## src/rtl/core/rrtt_pkg.sv

```systemverilog
// Shared types and constants for the round-robin thread table.
package rrtt_pkg;

  // Fixed field widths of the stream words
  localparam int CMD_W      = 2;
  localparam int TID_W      = 16;
  localparam int STS_W      = 3;
  localparam int OID_W      = 16;
  localparam int OSLOT_W    = 4;
  localparam int IN_TDATA_W  = 24;
  localparam int OUT_TDATA_W = 48;

  typedef enum logic [CMD_W-1:0] {
    CMD_CREATE = 2'd0,
    CMD_YIELD  = 2'd1,
    CMD_EXIT   = 2'd2,
    CMD_JOIN   = 2'd3
  } cmd_t;

  typedef enum logic [STS_W-1:0] {
    STS_OK        = 3'd0,
    STS_NO_FREE   = 3'd1,
    STS_NOT_FOUND = 3'd2,
    STS_SELF      = 3'd3,
    STS_PENDING   = 3'd4
  } sts_t;

  typedef enum logic [1:0] {
    SL_FREE     = 2'd0,
    SL_RUNNABLE = 2'd1,
    SL_RUNNING  = 2'd2,
    SL_ZOMBIE   = 2'd3
  } slot_st_t;

  typedef enum logic [1:0] {
    SCAN_CREATE = 2'd0,
    SCAN_YIELD  = 2'd1,
    SCAN_JOIN   = 2'd2
  } scan_mode_t;

  typedef enum logic [2:0] {
    WR_NONE   = 3'd0,
    WR_CREATE = 3'd1,
    WR_EXIT   = 3'd2,
    WR_OLD    = 3'd3,
    WR_NEW    = 3'd4,
    WR_FREE   = 3'd5
  } wr_op_t;

  // Controller -> datapath
  typedef struct packed {
    logic       load_in;
    logic       scan_start;
    scan_mode_t scan_mode;
    logic       scan_run;
    wr_op_t     wr_op;
    logic       set_sts;
    sts_t       sts;
    logic       out_load;
  } dp_cmd_t;

  // Datapath -> controller
  typedef struct packed {
    logic       hit;
    logic       scan_end;
    logic       hit_cur;
    logic       hit_zombie;
    logic       out_free;
    scan_mode_t mode;
  } dp_sts_t;

endpackage

```

## src/rtl/core/rrtt_dp.sv

```systemverilog
// Datapath: slot memory, scan pointer, running-slot state, id counter, result register.
module rrtt_dp #(
  parameter int SLOTS    = 16,
  parameter int ID_WIDTH = 16
) (
  input  logic                                clk,
  input  logic                                rst_n,
  input  logic [rrtt_pkg::IN_TDATA_W-1:0]     in_tdata,
  input  rrtt_pkg::dp_cmd_t                   cmd,
  output rrtt_pkg::dp_sts_t                   sts,
  output logic                                out_tvalid,
  input  logic                                out_tready,
  output logic [rrtt_pkg::OUT_TDATA_W-1:0]    out_tdata
);

  localparam int IW   = (SLOTS > 1) ? $clog2(SLOTS) : 1;
  localparam int CNTW = $clog2(SLOTS + 1);
  localparam int CW   = (ID_WIDTH > rrtt_pkg::TID_W) ? ID_WIDTH : rrtt_pkg::TID_W;
  localparam int XW   = (IW > rrtt_pkg::OSLOT_W) ? IW : rrtt_pkg::OSLOT_W;

  typedef struct packed {
    rrtt_pkg::slot_st_t  st;
    logic [ID_WIDTH-1:0] id;
  } entry_t;

  entry_t mem [SLOTS];
  logic [SLOTS-1:0] vld_r;

  // item registers
  logic [rrtt_pkg::TID_W-1:0] target_r;
  logic [IW-1:0]              prev_r;
  rrtt_pkg::sts_t             sts_r;
  logic [ID_WIDTH-1:0]        new_id_r;

  // scheduler state
  logic [IW-1:0]       cur_r;
  logic [ID_WIDTH-1:0] cur_id_r;
  logic                cur_zmb_r;
  logic [ID_WIDTH-1:0] ctr_r;

  // scan
  rrtt_pkg::scan_mode_t mode_r;
  logic [IW-1:0]        ptr_r;
  logic [CNTW-1:0]      cnt_r;
  logic                 chk_v_r;
  logic                 chk_last_r;
  entry_t               rd_q_r;
  logic                 rd_v_r;
  logic [IW-1:0]        rd_slot_r;
  logic [IW-1:0]        hit_slot_r;
  logic [ID_WIDTH-1:0]  hit_id_r;

  // result register
  logic                                out_valid_r;
  logic [rrtt_pkg::OUT_TDATA_W-1:0]    out_data_r;

  entry_t              eff;
  logic                match;
  logic                issue;
  logic [IW-1:0]       ptr_inc;
  logic [IW-1:0]       cur_inc;
  logic [ID_WIDTH-1:0] ctr_inc;
  logic                wr_en;
  logic [IW-1:0]       wr_addr;
  entry_t              wr_data;
  logic [CW-1:0]       eff_id_x;
  logic [CW-1:0]       tgt_x;
  logic [XW-1:0]       prev_x;
  logic [XW-1:0]       cur_x;
  logic [CW-1:0]       new_id_x;
  logic [CW-1:0]       cur_id_x;

  // Entry seen by the check stage; never-written entries read as after reset
  always_comb begin
    if (rd_v_r) begin
      eff = rd_q_r;
    end else if (rd_slot_r == '0) begin
      eff = '{st: rrtt_pkg::SL_RUNNING, id: '0};
    end else begin
      eff = '{st: rrtt_pkg::SL_FREE, id: '1};
    end
  end

  assign eff_id_x = CW'(eff.id);
  assign tgt_x    = CW'(target_r);

  always_comb begin
    case (mode_r)
      rrtt_pkg::SCAN_CREATE: match = chk_v_r && (eff.st == rrtt_pkg::SL_FREE);
      rrtt_pkg::SCAN_YIELD:  match = chk_v_r && (eff.st == rrtt_pkg::SL_RUNNABLE);
      rrtt_pkg::SCAN_JOIN:   match = chk_v_r && (eff.st != rrtt_pkg::SL_FREE) &&
                                     (eff_id_x == tgt_x);
      default:               match = 1'b0;
    endcase
  end

  assign sts.hit        = match;
  assign sts.scan_end   = chk_v_r && chk_last_r;
  assign sts.hit_cur    = (rd_slot_r == cur_r);
  assign sts.hit_zombie = (eff.st == rrtt_pkg::SL_ZOMBIE);
  assign sts.out_free   = !out_valid_r || out_tready;
  assign sts.mode       = mode_r;

  assign issue   = cmd.scan_run && (cnt_r != CNTW'(SLOTS));
  assign ptr_inc = (ptr_r == IW'(SLOTS - 1)) ? '0 : ptr_r + 1'b1;
  assign cur_inc = (cur_r == IW'(SLOTS - 1)) ? '0 : cur_r + 1'b1;
  assign ctr_inc = (ctr_r == '1) ? ID_WIDTH'(1) : ctr_r + 1'b1;

  // write port
  always_comb begin
    wr_en   = 1'b1;
    wr_addr = hit_slot_r;
    wr_data = '{st: rrtt_pkg::SL_FREE, id: '1};
    unique case (cmd.wr_op)
      rrtt_pkg::WR_CREATE: wr_data = '{st: rrtt_pkg::SL_RUNNABLE, id: ctr_r};
      rrtt_pkg::WR_EXIT: begin
        wr_addr = cur_r;
        wr_data = '{st: rrtt_pkg::SL_ZOMBIE, id: cur_id_r};
      end
      rrtt_pkg::WR_OLD: begin
        wr_addr = cur_r;
        wr_data = '{st: cur_zmb_r ? rrtt_pkg::SL_ZOMBIE : rrtt_pkg::SL_RUNNABLE,
                    id: cur_id_r};
      end
      rrtt_pkg::WR_NEW:  wr_data = '{st: rrtt_pkg::SL_RUNNING, id: hit_id_r};
      rrtt_pkg::WR_FREE: wr_data = '{st: rrtt_pkg::SL_FREE, id: '1};
      default:           wr_en = 1'b0;
    endcase
  end

  // slot memory: one write, one registered read
  always_ff @(posedge clk) begin
    if (wr_en) begin
      mem[wr_addr] <= wr_data;
    end
    rd_q_r    <= mem[ptr_r];
    rd_v_r    <= vld_r[ptr_r];
    rd_slot_r <= ptr_r;
  end

  always_ff @(posedge clk) begin
    if (!rst_n) begin
      vld_r <= '0;
    end else if (wr_en) begin
      vld_r[wr_addr] <= 1'b1;
    end
  end

  // scan control
  always_ff @(posedge clk) begin
    if (!rst_n) begin
      mode_r     <= rrtt_pkg::SCAN_CREATE;
      ptr_r      <= '0;
      cnt_r      <= '0;
      chk_v_r    <= 1'b0;
      chk_last_r <= 1'b0;
    end else if (cmd.scan_start) begin
      mode_r     <= cmd.scan_mode;
      ptr_r      <= (cmd.scan_mode == rrtt_pkg::SCAN_YIELD) ? cur_inc : '0;
      cnt_r      <= '0;
      chk_v_r    <= 1'b0;
      chk_last_r <= 1'b0;
    end else if (issue) begin
      ptr_r      <= ptr_inc;
      cnt_r      <= cnt_r + 1'b1;
      chk_v_r    <= 1'b1;
      chk_last_r <= (cnt_r == CNTW'(SLOTS - 1));
    end else begin
      chk_v_r    <= 1'b0;
    end
  end

  always_ff @(posedge clk) begin
    if (cmd.scan_run && match) begin
      hit_slot_r <= rd_slot_r;
      hit_id_r   <= eff.id;
    end
  end

  // item registers
  always_ff @(posedge clk) begin
    if (cmd.load_in) begin
      target_r <= in_tdata[rrtt_pkg::CMD_W +: rrtt_pkg::TID_W];
      prev_r   <= cur_r;
    end
    if (cmd.load_in) begin
      sts_r <= rrtt_pkg::STS_OK;
    end else if (cmd.set_sts) begin
      sts_r <= cmd.sts;
    end
    if (cmd.load_in) begin
      new_id_r <= '0;
    end else if (cmd.wr_op == rrtt_pkg::WR_CREATE) begin
      new_id_r <= ctr_r;
    end
  end

  // running slot and id counter
  always_ff @(posedge clk) begin
    if (!rst_n) begin
      cur_r     <= '0;
      cur_id_r  <= '0;
      cur_zmb_r <= 1'b0;
      ctr_r     <= ID_WIDTH'(1);
    end else begin
      if (cmd.wr_op == rrtt_pkg::WR_CREATE) begin
        ctr_r <= ctr_inc;
      end
      if (cmd.wr_op == rrtt_pkg::WR_EXIT) begin
        cur_zmb_r <= 1'b1;
      end else if (cmd.wr_op == rrtt_pkg::WR_NEW) begin
        cur_r     <= hit_slot_r;
        cur_id_r  <= hit_id_r;
        cur_zmb_r <= 1'b0;
      end
    end
  end

  // result word
  assign prev_x   = XW'(prev_r);
  assign cur_x    = XW'(cur_r);
  assign new_id_x = CW'(new_id_r);
  assign cur_id_x = CW'(cur_id_r);

  always_ff @(posedge clk) begin
    if (!rst_n) begin
      out_valid_r <= 1'b0;
    end else if (cmd.out_load) begin
      out_valid_r <= 1'b1;
    end else if (out_tready) begin
      out_valid_r <= 1'b0;
    end
  end

  always_ff @(posedge clk) begin
    if (cmd.out_load) begin
      out_data_r <= {4'd0,
                     cur_id_x[rrtt_pkg::OID_W-1:0],
                     cur_x[rrtt_pkg::OSLOT_W-1:0],
                     prev_x[rrtt_pkg::OSLOT_W-1:0],
                     (cur_r != prev_r),
                     new_id_x[rrtt_pkg::OID_W-1:0],
                     sts_r};
    end
  end

  assign out_tvalid = out_valid_r;
  assign out_tdata  = out_data_r;

endmodule

```

## src/rtl/core/rrtt_ctrl.sv

```systemverilog
// Controller: sequences scans and table writes for each command word.
module rrtt_ctrl (
  input  logic                clk,
  input  logic                rst_n,
  input  logic                in_tvalid,
  output logic                in_tready,
  input  rrtt_pkg::cmd_t      in_cmd,
  input  rrtt_pkg::dp_sts_t   sts,
  output rrtt_pkg::dp_cmd_t   cmd
);

  typedef enum logic [2:0] {
    S_IDLE, S_EXIT, S_SCAN, S_CREATE, S_OLD, S_NEW, S_FREE, S_DONE
  } state_t;

  state_t state_r;
  state_t state_nxt;

  always_ff @(posedge clk) begin
    if (!rst_n) begin
      state_r <= S_IDLE;
    end else begin
      state_r <= state_nxt;
    end
  end

  assign in_tready = (state_r == S_IDLE);

  always_comb begin
    state_nxt      = state_r;
    cmd            = '0;
    cmd.scan_mode  = rrtt_pkg::SCAN_YIELD;
    cmd.wr_op      = rrtt_pkg::WR_NONE;
    cmd.sts        = rrtt_pkg::STS_OK;
    unique case (state_r)
      S_IDLE: begin
        if (in_tvalid) begin
          cmd.load_in = 1'b1;
          unique case (in_cmd)
            rrtt_pkg::CMD_CREATE: begin
              cmd.scan_start = 1'b1;
              cmd.scan_mode  = rrtt_pkg::SCAN_CREATE;
              state_nxt      = S_SCAN;
            end
            rrtt_pkg::CMD_YIELD: begin
              cmd.scan_start = 1'b1;
              state_nxt      = S_SCAN;
            end
            rrtt_pkg::CMD_EXIT: state_nxt = S_EXIT;
            rrtt_pkg::CMD_JOIN: begin
              cmd.scan_start = 1'b1;
              cmd.scan_mode  = rrtt_pkg::SCAN_JOIN;
              state_nxt      = S_SCAN;
            end
            default: state_nxt = S_IDLE;
          endcase
        end
      end
      S_EXIT: begin
        cmd.wr_op      = rrtt_pkg::WR_EXIT;
        cmd.scan_start = 1'b1;
        state_nxt      = S_SCAN;
      end
      S_SCAN: begin
        cmd.scan_run = 1'b1;
        if (sts.hit) begin
          case (sts.mode)
            rrtt_pkg::SCAN_CREATE: state_nxt = S_CREATE;
            rrtt_pkg::SCAN_YIELD:  state_nxt = sts.hit_cur ? S_DONE : S_OLD;
            rrtt_pkg::SCAN_JOIN: begin
              priority if (sts.hit_cur) begin
                cmd.set_sts = 1'b1;
                cmd.sts     = rrtt_pkg::STS_SELF;
                state_nxt   = S_DONE;
              end else if (sts.hit_zombie) begin
                state_nxt = S_FREE;
              end else begin
                // target still alive: one yield, then report pending
                cmd.set_sts    = 1'b1;
                cmd.sts        = rrtt_pkg::STS_PENDING;
                cmd.scan_start = 1'b1;
              end
            end
            default: state_nxt = S_DONE;
          endcase
        end else if (sts.scan_end) begin
          case (sts.mode)
            rrtt_pkg::SCAN_CREATE: begin
              cmd.set_sts = 1'b1;
              cmd.sts     = rrtt_pkg::STS_NO_FREE;
            end
            rrtt_pkg::SCAN_JOIN: begin
              cmd.set_sts = 1'b1;
              cmd.sts     = rrtt_pkg::STS_NOT_FOUND;
            end
            default: cmd.set_sts = 1'b0;
          endcase
          state_nxt = S_DONE;
        end
      end
      S_CREATE: begin
        cmd.wr_op = rrtt_pkg::WR_CREATE;
        state_nxt = S_DONE;
      end
      S_OLD: begin
        cmd.wr_op = rrtt_pkg::WR_OLD;
        state_nxt = S_NEW;
      end
      S_NEW: begin
        cmd.wr_op = rrtt_pkg::WR_NEW;
        state_nxt = S_DONE;
      end
      S_FREE: begin
        cmd.wr_op = rrtt_pkg::WR_FREE;
        state_nxt = S_DONE;
      end
      S_DONE: begin
        if (sts.out_free) begin
          cmd.out_load = 1'b1;
          state_nxt    = S_IDLE;
        end
      end
      default: state_nxt = S_IDLE;
    endcase
  end

endmodule

```

## src/rtl/core/round_robin_thread_table.sv

```systemverilog
// Top level of the round-robin thread table: controller, datapath and checks.
//
// Cooperative thread scheduler. Each input word is one command (create, yield,
// exit, join) and yields exactly one result word: status, id of a created
// thread, whether the running slot changed, the slot running before and after,
// and the id now running. After reset slot 0 runs with id 0, every other slot
// is free and the next id is 1; ids wrap from all ones back to 1. Join never
// blocks: if the target is still alive it yields once and reports pending, and
// software retries. One command is processed at a time. Slot state lives in a
// memory with one read and one write port that is scanned one slot per clock;
// a create, yield or join scan stops early when the wanted slot is found. Exit
// writes its slot as a zombie before its yield scan, and a pending join runs a
// second, yield scan after the join scan. A finished result sits in an output
// register, so the next command word is taken while it waits for the consumer;
// a command that finishes while that register still holds an untaken word
// waits until it is taken.
module round_robin_thread_table #(
  parameter int SLOTS    = 16,
  parameter int ID_WIDTH = 16
) (
  input  logic                              clk,
  input  logic                              rst_n,
  // command word in
  input  logic                              in_tvalid,
  output logic                              in_tready,
  input  logic [rrtt_pkg::IN_TDATA_W-1:0]   in_tdata,   // cmd[1:0], target_id[17:2]
  // result word out
  output logic                              out_tvalid,
  input  logic                              out_tready,
  output logic [rrtt_pkg::OUT_TDATA_W-1:0]  out_tdata   // status[2:0], new_id[18:3],
                                                        // switched[19], prev_slot[23:20],
                                                        // run_slot[27:24], run_id[43:28]
);

  rrtt_pkg::dp_cmd_t dp_cmd;
  rrtt_pkg::dp_sts_t dp_sts;
  rrtt_pkg::cmd_t    in_cmd;

  assign in_cmd = rrtt_pkg::cmd_t'(in_tdata[rrtt_pkg::CMD_W-1:0]);

  // Sequencer: decides scan kind, which table writes follow and the status code
  rrtt_ctrl u_ctrl (
    .clk       (clk),
    .rst_n     (rst_n),
    .in_tvalid (in_tvalid),
    .in_tready (in_tready),
    .in_cmd    (in_cmd),
    .sts       (dp_sts),
    .cmd       (dp_cmd)
  );

  // Slot table, running-slot registers, id counter and the result register
  rrtt_dp #(
    .SLOTS    (SLOTS),
    .ID_WIDTH (ID_WIDTH)
  ) u_dp (
    .clk        (clk),
    .rst_n      (rst_n),
    .in_tdata   (in_tdata),
    .cmd        (dp_cmd),
    .sts        (dp_sts),
    .out_tvalid (out_tvalid),
    .out_tready (out_tready),
    .out_tdata  (out_tdata)
  );

  // Result word fields for the checks
  logic [rrtt_pkg::STS_W-1:0] chk_status;
  logic [rrtt_pkg::OID_W-1:0] chk_new_id;
  logic                       chk_switched;

  assign chk_status   = out_tdata[2:0];
  assign chk_new_id   = out_tdata[18:3];
  assign chk_switched = out_tdata[19];

  // A command never finishes in the cycle it is taken, so input stalls right after a take
  a_busy_after_take: assert property (@(posedge clk) disable iff (!rst_n)
    in_tvalid && in_tready |=> !in_tready)
    else $error("input taken again the cycle after a command word");

  // A new id is only handed out by a successful create
  a_new_id_ok: assert property (@(posedge clk) disable iff (!rst_n)
    out_tvalid && (chk_new_id != '0) |-> chk_status == rrtt_pkg::STS_OK)
    else $error("new id reported with a failing status");

  // Failed create and join on self or missing target never switch threads
  a_no_switch_on_fail: assert property (@(posedge clk) disable iff (!rst_n)
    out_tvalid && (chk_status == rrtt_pkg::STS_NO_FREE ||
                   chk_status == rrtt_pkg::STS_NOT_FOUND ||
                   chk_status == rrtt_pkg::STS_SELF) |-> !chk_switched)
    else $error("running slot changed on a failed command");

endmodule

```

## config.mk

```make
export PLATFORM = sky130hd
export DESIGN_NAME = round_robin_thread_table
export DESIGN_NICKNAME = d
export VERILOG_FILES = /design/src/rtl/core/rrtt_pkg.sv /design/src/rtl/core/rrtt_dp.sv /design/src/rtl/core/rrtt_ctrl.sv /design/src/rtl/core/round_robin_thread_table.sv
export SDC_FILE = /design/constraint.sdc
export NUM_CORES = 1
export LEC_CHECK = 0
export ABC_CLOCK_PERIOD_IN_PS = 8600
export BUFFER_PORTS_ARGS = -buffer_cell sky130_fd_sc_hd__buf_2
export CORE_UTILIZATION = 66
export DETAILED_ROUTE_END_ITERATION = 6
export GPL_TIMING_DRIVEN = 0
export PLACE_DENSITY = 0.89
export SLEW_MARGIN = 20
export SYNTH_ARGS = -nofsm -noshare
export SYNTH_HDL_FRONTEND = slang
export SYNTH_SLANG_ARGS = --single-unit
export TNS_END_PERCENT = 100
```

## constraint.sdc

```tcl
create_clock -name clk -period 8.6 [get_ports clk]
set_input_delay 0.86 -clock clk [delete_from_list [all_inputs] [get_ports clk]]
set_output_delay 0.86 -clock clk [all_outputs]
set_load 0.02 [all_outputs]
```

==> flow_metrics.env <==
export IMPL_critPathArrivalTime_ns=3.66
export IMPL_r2r_start="u_dp.ptr_r[1]$_SDFFE_PN0P_"
export IMPL_antenna_found_initial=1
export IMPL_diodes=0
export IMPL_power_density_mw_per_mm2=305.3
export IMPL_die_x_um=171.3
export IMPL_grt_ovfl_total=0
export IMPL_track_usage=0.3409
export IMPL_grt_pass1_wl_um=70430
export IMPL_synthArstFlopShare=0
export IMPL_grt_max_degree=30
export IMPL_io_pin_count=78
export IMPL_cts_sinks=484
export IMPL_ant_nets=0
export IMPL_dieArea_sq_mm=0.02935
export IMPL_ctsLongestPathBuffers=3
export IMPL_cts_setup_buffers=0
export IMPL_regToRegSetupSlack_ns=5.35
export IMPL_cp_top_family="buffers and inverters"
export IMPL_worst_pin_slew_ns=1.071
export IMPL_ys_seq_elements=484
export IMPL_cts_resized_gates=0
export IMPL_clk_pin_slew_worst_paths_ns=0.07
export IMPL_fin_nets=1346
export IMPL_cts_root_buf="clkbuf_16"
export IMPL_grt_pass1_vias=11240
export IMPL_end_kind="flop"
export IMPL_syn_avg_cell_area_sq_um=15.96
export IMPL_max_freq_mhz=307.8
export IMPL_finalCriticalPeriod_ns=3.249
export IMPL_finalHoldViolations=0
export IMPL_area_growth_pct=13.31
export IMPL_layout_drive_gt1_share=0.2095
export IMPL_clkLatencyLatePin_ns=0.56
export IMPL_cpMaxStageDelayCell="clkbuf_1"
export IMPL_routed_wl_um=47300
export IMPL_layout_common_cells="edfxtp_1, dfxtp_1, nand2_1, mux4_2, nor2_1"
export IMPL_drc=0
export IMPL_slew_viol_final=0
export IMPL_rsz0062_at_grt="no"
export IMPL_synth_distinct_cells=66
export IMPL_slew_headroom=0.2859
export IMPL_cp_required_ns=9.01
export IMPL_start_util=0.6756
export IMPL_cp_start_kind="flop"
export IMPL_timing_final_crit_share=0.3778
export IMPL_cts_tree="done"
export IMPL_wl_per_cell_um=27.43
export IMPL_yosysWarnings=0
export IMPL_setup_violations=0
export IMPL_min_path_type="reg2reg"
export IMPL_crit_top_cell="clkbuf_1"
export IMPL_vias_per_cell=6.507
export IMPL_r2r_cells=5
export IMPL_cts_buffers=45
export IMPL_crit_path_max_fanout=10
export IMPL_leakage_nw=6.870
export IMPL_critical_path_cell_chain="clkbuf_1 > clkbuf_1 > clkbuf_1 > mux4_2 > mux4_2"
export IMPL_seq_area_frac_synth=0.7088
export IMPL_netlist_instances=1186
export IMPL_reg2reg_to="u_dp.rd_q_r[10]$_DFF_P_"
export IMPL_hp_start="u_dp.ptr_r[0]$_SDFFE_PN0P_"
export IMPL_core_sq_mm=0.02801
export IMPL_place_gp_congestion=0.9788
export IMPL_vias=11220
export IMPL_firstDrtPassIters=5
export IMPL_first_iter_violations=1469
export IMPL_die_height_um=171.3
export IMPL_critical_path_buf_inv_count=3
export IMPL_layout_commonest_cell="edfxtp_1"
export IMPL_holdPathEnd="u_dp.rd_slot_r[0]$_DFF_P_"
export IMPL_synth_area_sq_mm=0.01892
export IMPL_tns_ns=0
export IMPL_port_buffer_count=67
export IMPL_cap_viol_max_count=0
export IMPL_hpwl_um=29700
export IMPL_min_delay_path_depth=0
export IMPL_rows=61
export IMPL_max_stage_delay_ns=0.76
export IMPL_n_fill_cell=1542
export IMPL_postCtsHoldBufs=0
export IMPL_clock_skew_final_ns=0.02269
export IMPL_synthFlopType="edfxtp_1"
export IMPL_fin_ws_ns=5.351
export IMPL_critPathKind="reg2reg"
export IMPL_dp_slack_ns=5.324
export IMPL_ir_drop_uv=225.5
export IMPL_outcome="finished clean"
export IMPL_htreeDepth=2
export IMPL_synth_edf_count=372
==> worst max path at each step <==
stage / from / slack [ns] / cells past startpoint / endpoint
finish: u_dp.ptr_r[1]$_SDFFE_PN0P_ / 5.35 / 5 / u_dp.rd_q_r[10]$_DFF_P_
global route: u_ctrl.state_r[0]$_SDFFE_PN0P_ / 5.20 / 7 / u_dp.mem[11][9]$_DFFE_PP_
CTS: u_ctrl.state_r[2]$_SDFFE_PN0P_ / 5.21 / 6 / u_dp.mem[3][17]$_DFFE_PP_
detailed placement: u_ctrl.state_r[2]$_SDFFE_PN0P_ / 5.32 / 6 / u_dp.mem[6][17]$_DFFE_PP_
global placement: u_ctrl.state_r[2]$_SDFFE_PN0P_ / 4.11 / 5 / u_dp.out_tdata[30]$_DFFE_PP_
floorplan: u_ctrl.state_r[2]$_SDFFE_PN0P_ / 5.07 / 5 / u_dp.out_tdata[0]$_DFFE_PP_
==> layer usage <==
layer  share of wire  global-route usage  vias up
met1            0.35              0.4250     5506
met3           0.099             0.06535      166
met4           0.057              0.1817        0
met2            0.49              0.5703      788
li1                -                   -     4758
met5               0                   0        -
==> worst register-to-register path: cells and delay by family, from the launching register on <==
| kind | cells | cell delay (ns) |
|---|---|---|
| buf+inv | 3 | 1.74 |
| flops | 1 | 0.38 |
| mux | 2 | 0.99 |
==> cells by family after synthesis <==
group | count (synthesis) | share of synthesized area
compound gates | 149 | 0.05217
xor+xnor | 34 | 0.01574
fa+ha+maj | 8 | 0.005290
buf+inv | 97 | 0.02109
flops | 484 | 0.7088
mux | 123 | 0.1279
other cells | 1 | 0.0001982
simple gates | 290 | 0.06883
==> final cells by class <==
class | count | area (sq um) | share of cell area
buffer | 68 | 295.3 | 0.01377
clock buffer | 56 | 1197 | 0.05584
clock inverter | 27 | 271.5 | 0.01266
inverter | 29 | 108.9 | 0.005077
multi-input combinational | 608 | 5234 | 0.2441
sequential | 484 | 13410 | 0.6255
tap | 378 | 473.0 | 0.02206
timing repair buffer | 74 | 449.2 | 0.02095
==> cells in the mapped netlist, types with 10 or more instances <==
library cell  instances  area, sq um
xor2_1               17        148.9
dfxtp_1             112         2242
nor2b_1              10        62.56
o22a_1               16        140.1
nand2_1              98        367.9
a21oi_1              63        315.3
xnor2_1              17        148.9
mux4_2               95         2140
a22oi_1              17        127.6
mux2i_1              28        280.3
o21ai_0              17        85.08
nand3_1              13        65.06
nor2_1              112        420.4
edfxtp_1            372        11170
nand4_1              13        81.33
inv_1                29        108.9
clkbuf_1             47        176.4
buf_1                11        41.29
==> power by group <==
group	leakage, nW	switching (mW)	internal, mW
logic	1.93	1.00	0.486
registers	4.23	0.101	2.95
clock network	0.710	0.865	1.14
total	6.87	1.97	4.58
==> per-stage QoR <==
stage	std cells	util	hold slack (ns)	total power, mW	instance area (sq um)
after CTS	1724	0.7653	0.3945	6.516	21440
final	1724	0.7655	0.4010	6.546	21440
after global placement	1634	0.7048	0.3703	4.405	19740
after detailed placement	1641	0.7128	0.3815	4.512	19970
after global routing	1724	0.7655	0.4101	6.722	21440
after floorplan	1189	-	0.3529	3.990	18930
==> sequential cells by signal, summed over array words and instances (netlist names), 3 cells and up <==
signal / flops
u_dp.hit_slot_r: 4
u_dp.out_tdata: 44
u_dp.rd_slot_r: 4
u_dp.cnt_r: 5
u_dp.sts_r: 3
u_dp.new_id_r: 16
u_dp.ptr_r: 4
u_dp.cur_r: 4
u_ctrl.state_r: 3
u_dp.target_r: 16
u_dp.hit_id_r: 16
u_dp.prev_r: 4
u_dp.mem: 288
u_dp.vld_r: 16
u_dp.ctr_r: 16
u_dp.rd_q_r: 18
u_dp.cur_id_r: 16
Note: power is estimated with default switching activity, not from simulation.
